$ cat config.mk
export PLATFORM = sky130hd
export DESIGN_NAME = sensor_frame_check_filter
export DESIGN_NICKNAME = d
export VERILOG_FILES = /design/src/rtl/sfc_pkg.sv /design/src/rtl/sensor_frame_check_filter.sv /design/src/rtl/sfc_front.sv /design/src/rtl/sfc_queue.sv /design/src/rtl/sfc_back.sv /design/src/rtl/sfc_scale.sv
export SDC_FILE = /design/constraint.sdc
export NUM_CORES = 1
export LEC_CHECK = 0
export ABC_AREA = 1
export BUFFER_PORTS_ARGS = -buffer_cell sky130_fd_sc_hd__buf_2
export CAP_MARGIN = 20
export CORE_ASPECT_RATIO = 0.7
export CORE_MARGIN = 5
export CORE_UTILIZATION = 58
export CTS_CLUSTER_DIAMETER = 50
export DETAILED_ROUTE_END_ITERATION = 6
export HOLD_SLACK_MARGIN = 0.15
export PLACE_DENSITY = 0.82
export SKIP_CTS_REPAIR_TIMING = 1
export SYNTH_ARGS = -nofsm -noshare
export SYNTH_HDL_FRONTEND = slang
export SYNTH_HIERARCHICAL = 1
export SYNTH_SLANG_ARGS = --single-unit
$ cat constraint.sdc
create_clock -name clk -period 8.83 [get_ports clk]
set_input_delay 0.4415 -clock clk [delete_from_list [all_inputs] [get_ports clk]]
set_output_delay 0.4415 -clock clk [all_outputs]
set_load 0.02 [all_outputs]
$ cat src/rtl/sfc_pkg.sv
// Shared types, constants and the CRC-8 function for the sensor frame check filter.
// No dependencies; every module of the block imports this package.
package sfc_pkg;

	localparam logic [7:0]  CRC_INIT    = 8'hff;
	localparam logic [7:0]  CRC_POLY    = 8'h31;
	localparam logic [15:0] MIN_CHANGE_RESET = 16'd10;
	localparam logic [14:0] TEMP_SPAN   = 15'd17500;
	localparam logic [15:0] ROUND_HALF  = 16'd32767;
	localparam logic [16:0] RAW_FULL    = 17'd65535;
	localparam logic [14:0] TEMP_OFFSET = 15'd4500;
	localparam logic [13:0] HUM_SPAN    = 14'd10000;

	localparam logic [1:0] ST_ACCEPT = 2'd0;
	localparam logic [1:0] ST_CRC    = 2'd1;
	localparam logic [1:0] ST_HOLD   = 2'd2;

	// queue entry: front classification plus raw words
	typedef struct packed {
		logic        crc_ok;
		logic [15:0] temp_raw;
		logic [15:0] hum_raw;
	} sfc_item_t;

	// filter decision handed to the scaling stages
	typedef struct packed {
		logic [1:0]        status;
		logic [15:0]       temp_raw;
		logic [15:0]       hum_raw;
		logic [31:0]       seq;
		logic signed [2:0] temp_trend;
		logic signed [2:0] hum_trend;
	} sfc_res_t;

	// CRC-8, MSB first, high byte then low byte, no final xor
	function automatic logic [7:0] crc8_word(input logic [7:0] hi, input logic [7:0] lo);
		logic [7:0]  c;
		logic [15:0] w;
		c = CRC_INIT;
		w = {hi, lo};
		for (int i = 15; i >= 0; i--) begin
			if (c[7] ^ w[i]) begin
				c = {c[6:0], 1'b0} ^ CRC_POLY;
			end else begin
				c = {c[6:0], 1'b0};
			end
		end
		return c;
	endfunction

endpackage

$ cat src/rtl/sensor_frame_check_filter.sv
// Top level of the sensor frame check filter: front end, queue, filter back end, scaling.
// Depends on sfc_pkg, sfc_front, sfc_queue, sfc_back, sfc_scale.
//
// Usage:
//  - Input channel (in_valid / in_stall) carries one six-byte frame per beat.
//    A beat is taken when in_valid is high and in_stall is low.
//  - Output channel (out_valid / out_stall) gives one result per frame, in order.
//  - cfg_valid / cfg_ready writes min_change from cfg_data; cfg_ready is always
//    high. Write it only while no frame is in flight.
//  - Throughput is one frame per cycle while out_stall is low. From the input beat
//    to out_valid a frame passes: queue write at the beat, filter decision (s1),
//    constant multiply (s2), divide-by-65535 correction and output register (s3).
//  - The filter state is updated when a frame leaves the queue, so each frame
//    sees the state left by the one before it without added cycles.
//  - While out_stall holds a finished result in s3 the back stages freeze; the queue
//    (QDEPTH entries) keeps taking frames until it fills, then in_stall goes high.
//  - Reset clears references, trends and sequence count, sets min_change to 10
//    and empties the queue; the block is ready the cycle after reset.
module sensor_frame_check_filter import sfc_pkg::*; #(
	parameter int QDEPTH = 4
) (
	input  logic               clk,
	input  logic               arst_n,
	input  logic               cfg_valid,
	output logic               cfg_ready,
	input  logic [15:0]        cfg_data,
	input  logic               in_valid,
	output logic               in_stall,
	input  logic [7:0]         temp_high,
	input  logic [7:0]         temp_low,
	input  logic [7:0]         temp_check,
	input  logic [7:0]         hum_high,
	input  logic [7:0]         hum_low,
	input  logic [7:0]         hum_check,
	output logic               out_valid,
	input  logic               out_stall,
	output logic [1:0]         status,
	output logic signed [14:0] temp_centi,
	output logic [13:0]        hum_centi,
	output logic [31:0]        seq_number,
	output logic signed [2:0]  temp_trend_out,
	output logic signed [2:0]  hum_trend_out
);

	sfc_item_t front_item;
	sfc_item_t head;
	sfc_res_t  res_s1;
	logic      push;
	logic      pop;
	logic      head_valid;
	logic      queue_full;
	logic      adv;
	logic      valid_s1;
	logic      cfg_write;

	assign cfg_ready = 1'b1;
	assign cfg_write = cfg_valid && cfg_ready;
	assign in_stall  = queue_full;
	assign push      = in_valid && !in_stall;

	sfc_front u_front (
		.temp_high  (temp_high),
		.temp_low   (temp_low),
		.temp_check (temp_check),
		.hum_high   (hum_high),
		.hum_low    (hum_low),
		.hum_check  (hum_check),
		.item       (front_item)
	);

	sfc_queue #(
		.DEPTH (QDEPTH)
	) u_queue (
		.clk       (clk),
		.arst_n    (arst_n),
		.push      (push),
		.push_item (front_item),
		.pop       (pop),
		.head      (head),
		.not_empty (head_valid),
		.full      (queue_full)
	);

	sfc_back u_back (
		.clk        (clk),
		.arst_n     (arst_n),
		.cfg_valid  (cfg_write),
		.cfg_data   (cfg_data),
		.head       (head),
		.head_valid (head_valid),
		.adv        (adv),
		.pop        (pop),
		.valid_s1   (valid_s1),
		.res_s1     (res_s1)
	);

	sfc_scale u_scale (
		.clk            (clk),
		.arst_n         (arst_n),
		.valid_s1       (valid_s1),
		.res_s1         (res_s1),
		.adv            (adv),
		.out_valid      (out_valid),
		.out_stall      (out_stall),
		.status         (status),
		.temp_centi     (temp_centi),
		.hum_centi      (hum_centi),
		.seq_number     (seq_number),
		.temp_trend_out (temp_trend_out),
		.hum_trend_out  (hum_trend_out)
	);

endmodule

$ cat src/rtl/sfc_front.sv
// Front end: checks both CRC bytes of an incoming frame and builds the queue entry.
// Depends on sfc_pkg.
module sfc_front import sfc_pkg::*; (
	input  logic [7:0] temp_high,
	input  logic [7:0] temp_low,
	input  logic [7:0] temp_check,
	input  logic [7:0] hum_high,
	input  logic [7:0] hum_low,
	input  logic [7:0] hum_check,
	output sfc_item_t  item
);

	logic temp_ok;
	logic hum_ok;

	assign temp_ok = (crc8_word(temp_high, temp_low) == temp_check);
	assign hum_ok  = (crc8_word(hum_high, hum_low) == hum_check);

	assign item.crc_ok   = temp_ok && hum_ok;
	assign item.temp_raw = {temp_high, temp_low};
	assign item.hum_raw  = {hum_high, hum_low};

endmodule

$ cat src/rtl/sfc_queue.sv
// Short register FIFO between the front end and the filter back end.
// Depends on sfc_pkg.
module sfc_queue import sfc_pkg::*; #(
	parameter int DEPTH = 4
) (
	input  logic      clk,
	input  logic      arst_n,
	input  logic      push,
	input  sfc_item_t push_item,
	input  logic      pop,
	output sfc_item_t head,
	output logic      not_empty,
	output logic      full
);

	localparam int PW = (DEPTH > 1) ? $clog2(DEPTH) : 1;
	localparam int CW = $clog2(DEPTH + 1);

	sfc_item_t         entry_q [DEPTH];
	logic [PW-1:0]     wr_ptr_q;
	logic [PW-1:0]     rd_ptr_q;
	logic [CW-1:0]     count_q;

	assign not_empty = (count_q != '0);
	assign full      = (count_q == CW'(DEPTH));
	assign head      = entry_q[rd_ptr_q];

	always_ff @(posedge clk or negedge arst_n) begin
		if (!arst_n) begin
			wr_ptr_q <= '0;
			rd_ptr_q <= '0;
			count_q  <= '0;
		end else begin
			if (push) begin
				wr_ptr_q <= (wr_ptr_q == PW'(DEPTH - 1)) ? '0 : wr_ptr_q + 1'b1;
			end
			if (pop) begin
				rd_ptr_q <= (rd_ptr_q == PW'(DEPTH - 1)) ? '0 : rd_ptr_q + 1'b1;
			end
			if (push && !pop) begin
				count_q <= count_q + 1'b1;
			end else if (pop && !push) begin
				count_q <= count_q - 1'b1;
			end
		end
	end

	always_ff @(posedge clk) begin
		if (push) begin
			entry_q[wr_ptr_q] <= push_item;
		end
	end

	a_count_range: assert property (@(posedge clk) disable iff (!arst_n)
		count_q <= CW'(DEPTH))
		else $error("queue count beyond depth");
	a_no_pop_empty: assert property (@(posedge clk) disable iff (!arst_n)
		pop |-> count_q != '0)
		else $error("pop from empty queue");
	a_no_push_full: assert property (@(posedge clk) disable iff (!arst_n)
		push && full |-> pop)
		else $error("push into full queue");

endmodule

$ cat src/rtl/sfc_back.sv
// Back end: debounce and trend filter, reference/trend/sequence state, threshold register.
// Depends on sfc_pkg; registers its decision into stage s1.
module sfc_back import sfc_pkg::*; (
	input  logic        clk,
	input  logic        arst_n,
	input  logic        cfg_valid,
	input  logic [15:0] cfg_data,
	input  sfc_item_t   head,
	input  logic        head_valid,
	input  logic        adv,
	output logic        pop,
	output logic        valid_s1,
	output sfc_res_t    res_s1
);

	logic [15:0]       min_change_q;
	logic [15:0]       ref_temp_q;
	logic [15:0]       ref_hum_q;
	logic signed [2:0] temp_trend_q;
	logic signed [2:0] hum_trend_q;
	logic [31:0]       seq_q;

	logic [15:0]       temp_dist;
	logic [15:0]       hum_dist;
	logic              too_small;
	logic              temp_up;
	logic              hum_up;
	logic              temp_agree;
	logic              hum_agree;
	logic              accept;
	logic              trend_step;
	logic [1:0]        status;
	logic [31:0]       seq_next;
	logic signed [2:0] temp_trend_next;
	logic signed [2:0] hum_trend_next;

	assign pop = head_valid && adv;

	always_comb begin
		temp_dist  = (head.temp_raw >= ref_temp_q) ? head.temp_raw - ref_temp_q
		                                           : ref_temp_q - head.temp_raw;
		hum_dist   = (head.hum_raw >= ref_hum_q) ? head.hum_raw - ref_hum_q
		                                         : ref_hum_q - head.hum_raw;
		too_small  = (temp_dist < min_change_q) || (hum_dist < min_change_q);
		temp_up    = (head.temp_raw > ref_temp_q);
		hum_up     = (head.hum_raw > ref_hum_q);
		temp_agree = temp_up ? (temp_trend_q > 3'sd1) : (temp_trend_q < -3'sd1);
		hum_agree  = hum_up ? (hum_trend_q > 3'sd1) : (hum_trend_q < -3'sd1);

		accept     = head.crc_ok && !too_small && (temp_agree || hum_agree);
		// trends move only when the CRC is good and the size test passes but neither direction agrees
		trend_step = head.crc_ok && !too_small && !temp_agree && !hum_agree;

		if (!head.crc_ok) begin
			status = ST_CRC;
		end else if (accept) begin
			status = ST_ACCEPT;
		end else begin
			status = ST_HOLD;
		end

		// sequence skips zero on wrap
		seq_next = (seq_q == '1) ? 32'd1 : seq_q + 32'd1;

		temp_trend_next = temp_trend_q;
		hum_trend_next  = hum_trend_q;
		if (trend_step) begin
			temp_trend_next = temp_up ? temp_trend_q + 3'sd1 : temp_trend_q - 3'sd1;
			hum_trend_next  = hum_up ? hum_trend_q + 3'sd1 : hum_trend_q - 3'sd1;
		end
	end

	always_ff @(posedge clk or negedge arst_n) begin
		if (!arst_n) begin
			min_change_q <= MIN_CHANGE_RESET;
			ref_temp_q   <= '0;
			ref_hum_q    <= '0;
			temp_trend_q <= '0;
			hum_trend_q  <= '0;
			seq_q        <= '0;
			valid_s1     <= 1'b0;
		end else begin
			if (cfg_valid) begin
				min_change_q <= cfg_data;
			end
			if (adv) begin
				valid_s1 <= pop;
			end
			if (pop) begin
				temp_trend_q <= temp_trend_next;
				hum_trend_q  <= hum_trend_next;
				if (accept) begin
					ref_temp_q <= head.temp_raw;
					ref_hum_q  <= head.hum_raw;
					seq_q      <= seq_next;
				end
			end
		end
	end

	always_ff @(posedge clk) begin
		if (pop) begin
			res_s1.status     <= status;
			res_s1.temp_raw   <= head.temp_raw;
			res_s1.hum_raw    <= head.hum_raw;
			res_s1.seq        <= accept ? seq_next : seq_q;
			res_s1.temp_trend <= temp_trend_next;
			res_s1.hum_trend  <= hum_trend_next;
		end
	end

	a_trend_range: assert property (@(posedge clk) disable iff (!arst_n)
		temp_trend_q >= -3'sd2 && temp_trend_q <= 3'sd2
		&& hum_trend_q >= -3'sd2 && hum_trend_q <= 3'sd2)
		else $error("trend counter out of range");
	a_seq_nonzero: assert property (@(posedge clk) disable iff (!arst_n)
		pop && accept |=> seq_q != '0)
		else $error("sequence number zero after accept");
	a_state_quiet: assert property (@(posedge clk) disable iff (!arst_n)
		pop && !accept |=> $stable(ref_temp_q) && $stable(ref_hum_q) && $stable(seq_q))
		else $error("reference changed without accept");

endmodule

$ cat src/rtl/sfc_scale.sv
// Scaling stages: raw words to hundredths with rounding, then the output register.
// Depends on sfc_pkg; constant multiply in s2, divide-by-65535 correction in s3.
module sfc_scale import sfc_pkg::*; (
	input  logic               clk,
	input  logic               arst_n,
	input  logic               valid_s1,
	input  sfc_res_t           res_s1,
	output logic               adv,
	output logic               out_valid,
	input  logic               out_stall,
	output logic [1:0]         status,
	output logic signed [14:0] temp_centi,
	output logic [13:0]        hum_centi,
	output logic [31:0]        seq_number,
	output logic signed [2:0]  temp_trend_out,
	output logic signed [2:0]  hum_trend_out
);

	logic              valid_s2;
	logic [1:0]        status_s2;
	logic [30:0]       temp_prod_s2;
	logic [29:0]       hum_prod_s2;
	logic [31:0]       seq_s2;
	logic signed [2:0] temp_trend_s2;
	logic signed [2:0] hum_trend_s2;

	logic              valid_s3;
	logic [1:0]        status_s3;
	logic [14:0]       temp_centi_s3;
	logic [13:0]       hum_centi_s3;
	logic [31:0]       seq_s3;
	logic signed [2:0] temp_trend_s3;
	logic signed [2:0] hum_trend_s3;

	logic [14:0]       temp_q0;
	logic [16:0]       temp_r0;
	logic [14:0]       temp_quot;
	logic [13:0]       hum_q0;
	logic [16:0]       hum_r0;
	logic [13:0]       hum_quot;

	// whole back pipeline moves unless a finished result is stalled
	assign adv = !valid_s3 || !out_stall;

	// x / 65535: q0 = x >> 16 leaves remainder low16 + q0, below twice the divisor
	always_comb begin
		temp_q0   = temp_prod_s2[30:16];
		temp_r0   = {1'b0, temp_prod_s2[15:0]} + 17'(temp_q0);
		temp_quot = temp_q0 + 15'(temp_r0 >= RAW_FULL);
		hum_q0    = hum_prod_s2[29:16];
		hum_r0    = {1'b0, hum_prod_s2[15:0]} + 17'(hum_q0);
		hum_quot  = hum_q0 + 14'(hum_r0 >= RAW_FULL);
	end

	always_ff @(posedge clk or negedge arst_n) begin
		if (!arst_n) begin
			valid_s2 <= 1'b0;
			valid_s3 <= 1'b0;
		end else if (adv) begin
			valid_s2 <= valid_s1;
			valid_s3 <= valid_s2;
		end
	end

	always_ff @(posedge clk) begin
		if (adv) begin
			status_s2     <= res_s1.status;
			temp_prod_s2  <= 31'(res_s1.temp_raw) * 31'(TEMP_SPAN) + 31'(ROUND_HALF);
			hum_prod_s2   <= 30'(res_s1.hum_raw) * 30'(HUM_SPAN) + 30'(ROUND_HALF);
			seq_s2        <= res_s1.seq;
			temp_trend_s2 <= res_s1.temp_trend;
			hum_trend_s2  <= res_s1.hum_trend;

			status_s3     <= status_s2;
			temp_centi_s3 <= (status_s2 == ST_ACCEPT) ? temp_quot - TEMP_OFFSET : '0;
			hum_centi_s3  <= (status_s2 == ST_ACCEPT) ? hum_quot : '0;
			seq_s3        <= seq_s2;
			temp_trend_s3 <= temp_trend_s2;
			hum_trend_s3  <= hum_trend_s2;
		end
	end

	assign out_valid      = valid_s3;
	assign status         = status_s3;
	assign temp_centi     = temp_centi_s3;
	assign hum_centi      = hum_centi_s3;
	assign seq_number     = seq_s3;
	assign temp_trend_out = temp_trend_s3;
	assign hum_trend_out  = hum_trend_s3;

	a_zero_unless_accept: assert property (@(posedge clk) disable iff (!arst_n)
		valid_s3 && status_s3 != ST_ACCEPT |-> temp_centi_s3 == '0 && hum_centi_s3 == '0)
		else $error("scaled value on non-accepted frame");

endmodule
---- After elaboration in Yosys (flattened, before gate mapping) ----
Memories as Yosys holds them, arrays and structs flattened.
Cells that the tools add are included.
storage, ports and cells
  memories ................................ 1
  RAM bits ................................ 132
  output and inout port bits .............. 72
  flip-flop bits (word level) ............. 338
  word-level logic and storage cells ...... 204
cells by class
  multiply operators ...................... 2
  bitwise logic cells ..................... 60
  magnitude comparators ................... 12
  muxes and demuxes ....................... 49
  equality and inequality tests ........... 6
  reduce and logical (&&, ||, !) cells .... 24
  add/sub/neg operators ................... 20
memory list
  memory           depth  width  read ports  clocked after memory_dff  write ports  line             text
  u_queue.entry_q  4      33     1           0                         1            sfc_queue.sv:19  sfc_item_t entry_q [DEPTH];
operators with widths
  operator                number
  $mux 6                  32
  $not 3->3               30
  $mux 32                 2
  $sub 16x16->16          4
  $ge 17x16->1 const B    2
  $add 32x1->32 const B   1
  $eq 32x32->1 const B    1
  $ge 16x16->1            2
  $gt 16x16->1            2
  $lt 16x16->1            2
  $mux 16                 2
  $add 31x15->31 const B  1
  $add 30x15->30 const B  1
  $mul 16x13->29 const B  1
  $mul 16x10->26 const B  1
  $xor 1x1->1             26
  $mux 3                  6
  $add 16x14->17          1
  $add 16x15->17          1
  $eq 8x8->1              2
  $add 15x1->15           1
  $sub 15x13->15 const B  1
  $add 14x1->14           1
  $logic_and 1x1->1       9
  other kinds (18)        41

---- Logic depth before layout (Yosys ltp) ----
  depth after elaboration ................. 33
  depth in mapped cells ................... 38

---- Cells and area by module ----
Netlist, hierarchy kept.
by module, submodules not included
  module                     instances  cells an instance  area an instance (um^2)
  sfc_scale                  1          1783               15158.3
  sfc_back                   1          1473               11474.8
  sfc_queue                  1          438                5685.5
  sfc_front                  1          383                2029.4
  sensor_frame_check_filter  1          4                  21.3

---- Worst setup path before layout ----
Ideal clock, no wire load.
  path type ............................... register to register
  start point ............................. register u_scale.valid_s3, in the netlist u_scale/out_valid
  end point ............................... register u_queue.count_q[1]
  arrival time ............................ 9.047 ns
  cell stages (with the launch flop) ...... 11
  clock period less this slack ............ 9.163 ns
  setup time .............................. 0.117 ns
  setup slack ............................. -0.333 ns
  required time ........................... 8.713 ns
  cell sequence ........................... dfrtp_1 > nand2_1 > nand2_1 > clkinv_1 > clkbuf_1 > inv_1 > ha_1 > inv_1 > fa_1 > nand2_1 > nand2_1
between the ends
  cells in the longest elaborated chain, start to end .. 6
  elaborated cells on any way between the ends .. 8
ends and longest elaborated chain
  element                                      line                             text
  from (decl)                                  sfc_scale.sv:27                  logic valid_s3;
  from (signal assigned)                       sfc_scale.sv:61                  valid_s3 <= valid_s2;
  $logic_not 1->1 *                            sfc_scale.sv:43                  assign adv = !valid_s3 || !out_stall;
  $logic_or 1x1->1 *                           sfc_scale.sv:43
  net adv                                      sensor_frame_check_filter.sv:52  logic adv;
  $logic_and 1x1->1 *                          sfc_back.sv:37                   assign pop = head_valid && adv;
  net pop                                      sensor_frame_check_filter.sv:49  logic pop;
  $logic_not 1->1                              sfc_queue.sv:40                  if (push && !pop) begin
  $logic_and 1x1->1                            sfc_queue.sv:40
  $mux 3 or $reduce_bool 2->1 (tied branches)  -
  to (signal assigned)                         sfc_queue.sv:41                  count_q <= count_q + 1'b1;
  to (signal assigned)                         sfc_queue.sv:43                  count_q <= count_q - 1'b1;
  to (decl)                                    sfc_queue.sv:22                  logic [CW-1:0] count_q;
The timed path passes the listed nets; every way through them passes the cells marked *.
A chain may end at the register's enable or synchronous reset.

==> results by group <==
Outcome
  – Status: finished, final reports clean

Clocking
  – Reg clk slew, reported paths: 0.06 ns
  – CTS buffer count: 48
  – Worst-skew pair later-pin latency: 0.60 ns
  – Clock Sinks: 464
  – Clock Tree Root: clkbuf_16
  – Max Buffers Root-to-Sink: 3
  – CTS tree: built
  – CTS H-tree lvls: 2

Logic synthesis
  – Seq/Total Area, Yosys: 39.1%
  – Mapped cell area: 34400 µm²
  – #FFs+latches synth: 464
  – Ys Warns: 6
  – Synthesized area per cell: 8.42 µm²
  – Post-synth ARST share: 20.7%
  – Synth Flop Type: edfxtp_1
  – Distinct cell type count after synthesis: 66
  – Syn Nets: 4543
  – Syn Inst Count: 4081
  – Post-synth EDFFs: 368

Setup path
  – Crit Path Class: reg2reg
  – CP required: 9.34 ns
  – Worst Path Max Fanout: 81
  – Worst path slowest cell: nor2_8
  – Critical path capture point type: flop
  – Crit-path most repeated cell: nand2_1
  – Slowest stage delay, CP: 0.76 ns
  – Buf/Inv on CP: 7
  – Startpoint Class: flop
  – Top cell family by delay on the critical path: simple AND/OR/NAND/NOR gates
  – Worst EP arrival: 7.31 ns

STA
  – Period utilisation layout: 77.0%
  – Relative slew margins: 28.5%
  – Final hold violation count: 0
  – Fin. max-slew vios: 0
  – Final worst path period need: 6.80 ns
  – Worst Tran Pin Value: 1.07 ns
  – Setup TNS: 0 ns
  – Worst setup margin: 2.03 ns
  – # setup viols final: 0
  – Fmax: 147 MHz
  – RSZ-0062 raised after global routing: no
  – Skew final: 0.0214 ns

Global route
  – Overflow after GRT: 0
  – Largest net degree at the start of global routing: 87
  – All-Layer GR Usage: 24.6%
  – Initial antenna violation count: 1
  – Global-route wire length before repair: 129000 µm
  – Vias in the first global route: 25000

Layout
  – Most common cell after layout, fill and taps aside: nand2_1
  – Nets: 4690
  – Fraction of layout cells with a size suffix above 1: 9.82%
  – Area delta synth->final: 9.29%
  – Most frequent cells in the layout: nand2_1 (1071), inv_1 (706), edfxtp_1 (368)
  – Fillcell total: 4751
  – Final Non-Filler Cells: 5067

Route
  – Drt total wl: 79700 µm
  – DRC Markers: 0
  – Post-DR vias/cell: 5.35
  – Routed wire per std cell: 15.7 µm
  – Via count: 27100
  – DR pass1 iterations: 6
  – Final ANT Viol Nets: 0
  – DR iter-0 viols: 2574

Die
  – Row cnt: 74
  – Area of the core: 58500 µm²
  – Width of the die: 301 µm
  – DIE AREA: 64300 µm²
  – Initial Utilization: 58.7%
  – Io pins: 141
  – Die Y-Extent: 214 µm

Place
  – I/O Buffers: 139
  – Pre-CTS WS: 2.20 ns
  – Routability congestion estimate: 0.984
  – DP HPWL: 61700 µm
  – DP Cell Count: 4941

Job
  – Max-cap violations: 0

Hold path
  – Worst min-delay path class: in2reg
==> per-stage QoR <==
stage / area (µm²) / hold slack [ns] / util, %
4_1_cts: 37200 / -0.229 / 63.6
6_report: 37600 / 0.163 / 64.2
2_1_floorplan: 34400 / 0.146 / -
5_1_grt: 37600 / 0.150 / 64.2
3_5_place_dp: 35500 / 0.405 / 60.7
3_3_place_gp: 35500 / 0.400 / 60.7
==> cell families after synthesis <==
family                   after synthesis  share of synthesized area [%]
AO/OA/AOI/OAI                        444                           7.75
XOR/XNOR                             154                           4.09
adder cells (fa/ha/maj)              393                           16.2
buffers and inverters                820                           9.87
flip-flops                           464                           39.1
multiplexers                           1                         0.0328
other                                  1                         0.0109
AND/OR/NAND/NOR                     1804                           22.9
==> sequential cells by signal, indices dropped and copies added (netlist names), 3 cells and up <==
signal                  flops
u_back/hum_trend_q          3
u_back/min_change_q        16
u_back/ref_hum_q           16
u_back/ref_temp_q          16
u_back/res_s1              72
u_back/seq_q               32
u_back/temp_trend_q         3
u_queue/count_q             3
u_queue/entry_q           132
u_scale/hum_centi          14
u_scale/hum_prod_s2        26
u_scale/hum_trend_out       3
u_scale/hum_trend_s2        3
u_scale/seq_number         32
u_scale/seq_s2             32
u_scale/temp_centi         15
u_scale/temp_prod_s2       29
u_scale/temp_trend_out      3
u_scale/temp_trend_s2       3
==> final cells by class <==
cell class | count | area (µm²) | area share (%)
multi-input combinational | 2797 | 17500 | 46.7
timing repair buffer | 189 | 1160 | 3.09
sequential | 464 | 13500 | 35.8
tap | 798 | 998 | 2.66
clock buffer | 60 | 1320 | 3.51
clock inverter | 30 | 349 | 0.929
antenna | 1 | 2.50 | 0.00666
inverter | 728 | 2740 | 7.30
==> worst reg2reg max path: stages, from the launching register on <==
cell	delay, ns
dfrtp_1	0.41
clkinv_2	0.06
buf_4	0.58
o211ai_1	0.24
nand2_1	0.21
inv_1	0.07
ha_1	0.34
nand2_1	0.13
inv_2	0.08
nand2_1	0.09
nor3_2	0.18
nand3_1	0.28
nand3_1	0.61
clkinv_1	0.49
nand2_1	0.17
nand2_1	0.07
xor2_1	0.13
inv_1	0.05
ha_1	0.29
nand4_1	0.12
nor3_1	0.14
a21oi_1	0.12
nor2_2	0.25
nand2_4	0.25
nor2_8	0.78
buf_4	0.39
nand2_1	0.10
o21ai_2	0.08
==> routing by layer <==
metal	wire length, µm	up-vias	global-route usage [%]	part of all wire, %
li1	-	13500	-	-
met1	38300	12500	38.6	48
met2	32700	1001	35.9	41
met3	7540	92	5.08	9.5
met4	1160	2	4.35	1.5
met5	13	-	0	0.016
==> Yosys cell counts, types with 15 or more instances <==
cell,count,share of area [%]
o21ai_2,33,0.84
nor2_1,241,2.6
xnor2_1,47,1.2
o211ai_1,66,1.4
nand2_2,62,1.1
edfxtp_1,368,32
inv_2,18,0.20
nand3b_1,27,0.59
buf_4,37,0.81
o21ai_0,133,1.9
ha_1,308,11
nor3_1,48,0.70
buf_2,24,0.35
nand4_1,44,0.80
xor2_1,101,2.6
fa_1,85,5.0
a21oi_1,149,2.2
nand3_1,239,3.5
o21bai_1,15,0.33
inv_1,706,7.7
dfrtp_1,94,6.8
nand2_1,1072,12
==> path summary, 6_finish.rpt <==
check                                     from                     end  slack [ns]  depth (start not counted)
min                                temp_low[5]  u_queue/entry_q[1][21]        0.16                          1
min reg2reg                  u_back/res_s1[22]      u_scale/seq_s2[16]        0.42                          0
max                        u_queue/rd_ptr_q[0]         u_back/seq_q[7]        2.03                         27
max reg2reg                u_queue/rd_ptr_q[0]         u_back/seq_q[7]        2.03                         27
max in group asynchronous               arst_n   u_back/ref_temp_q[15]        7.18                          3
min in group asynchronous               arst_n        u_back/seq_q[12]        0.37                          2
Power is left out: the tool's default activity adds up to more than one toggle a clock period on the data nets, which glitch-free logic cannot reach.
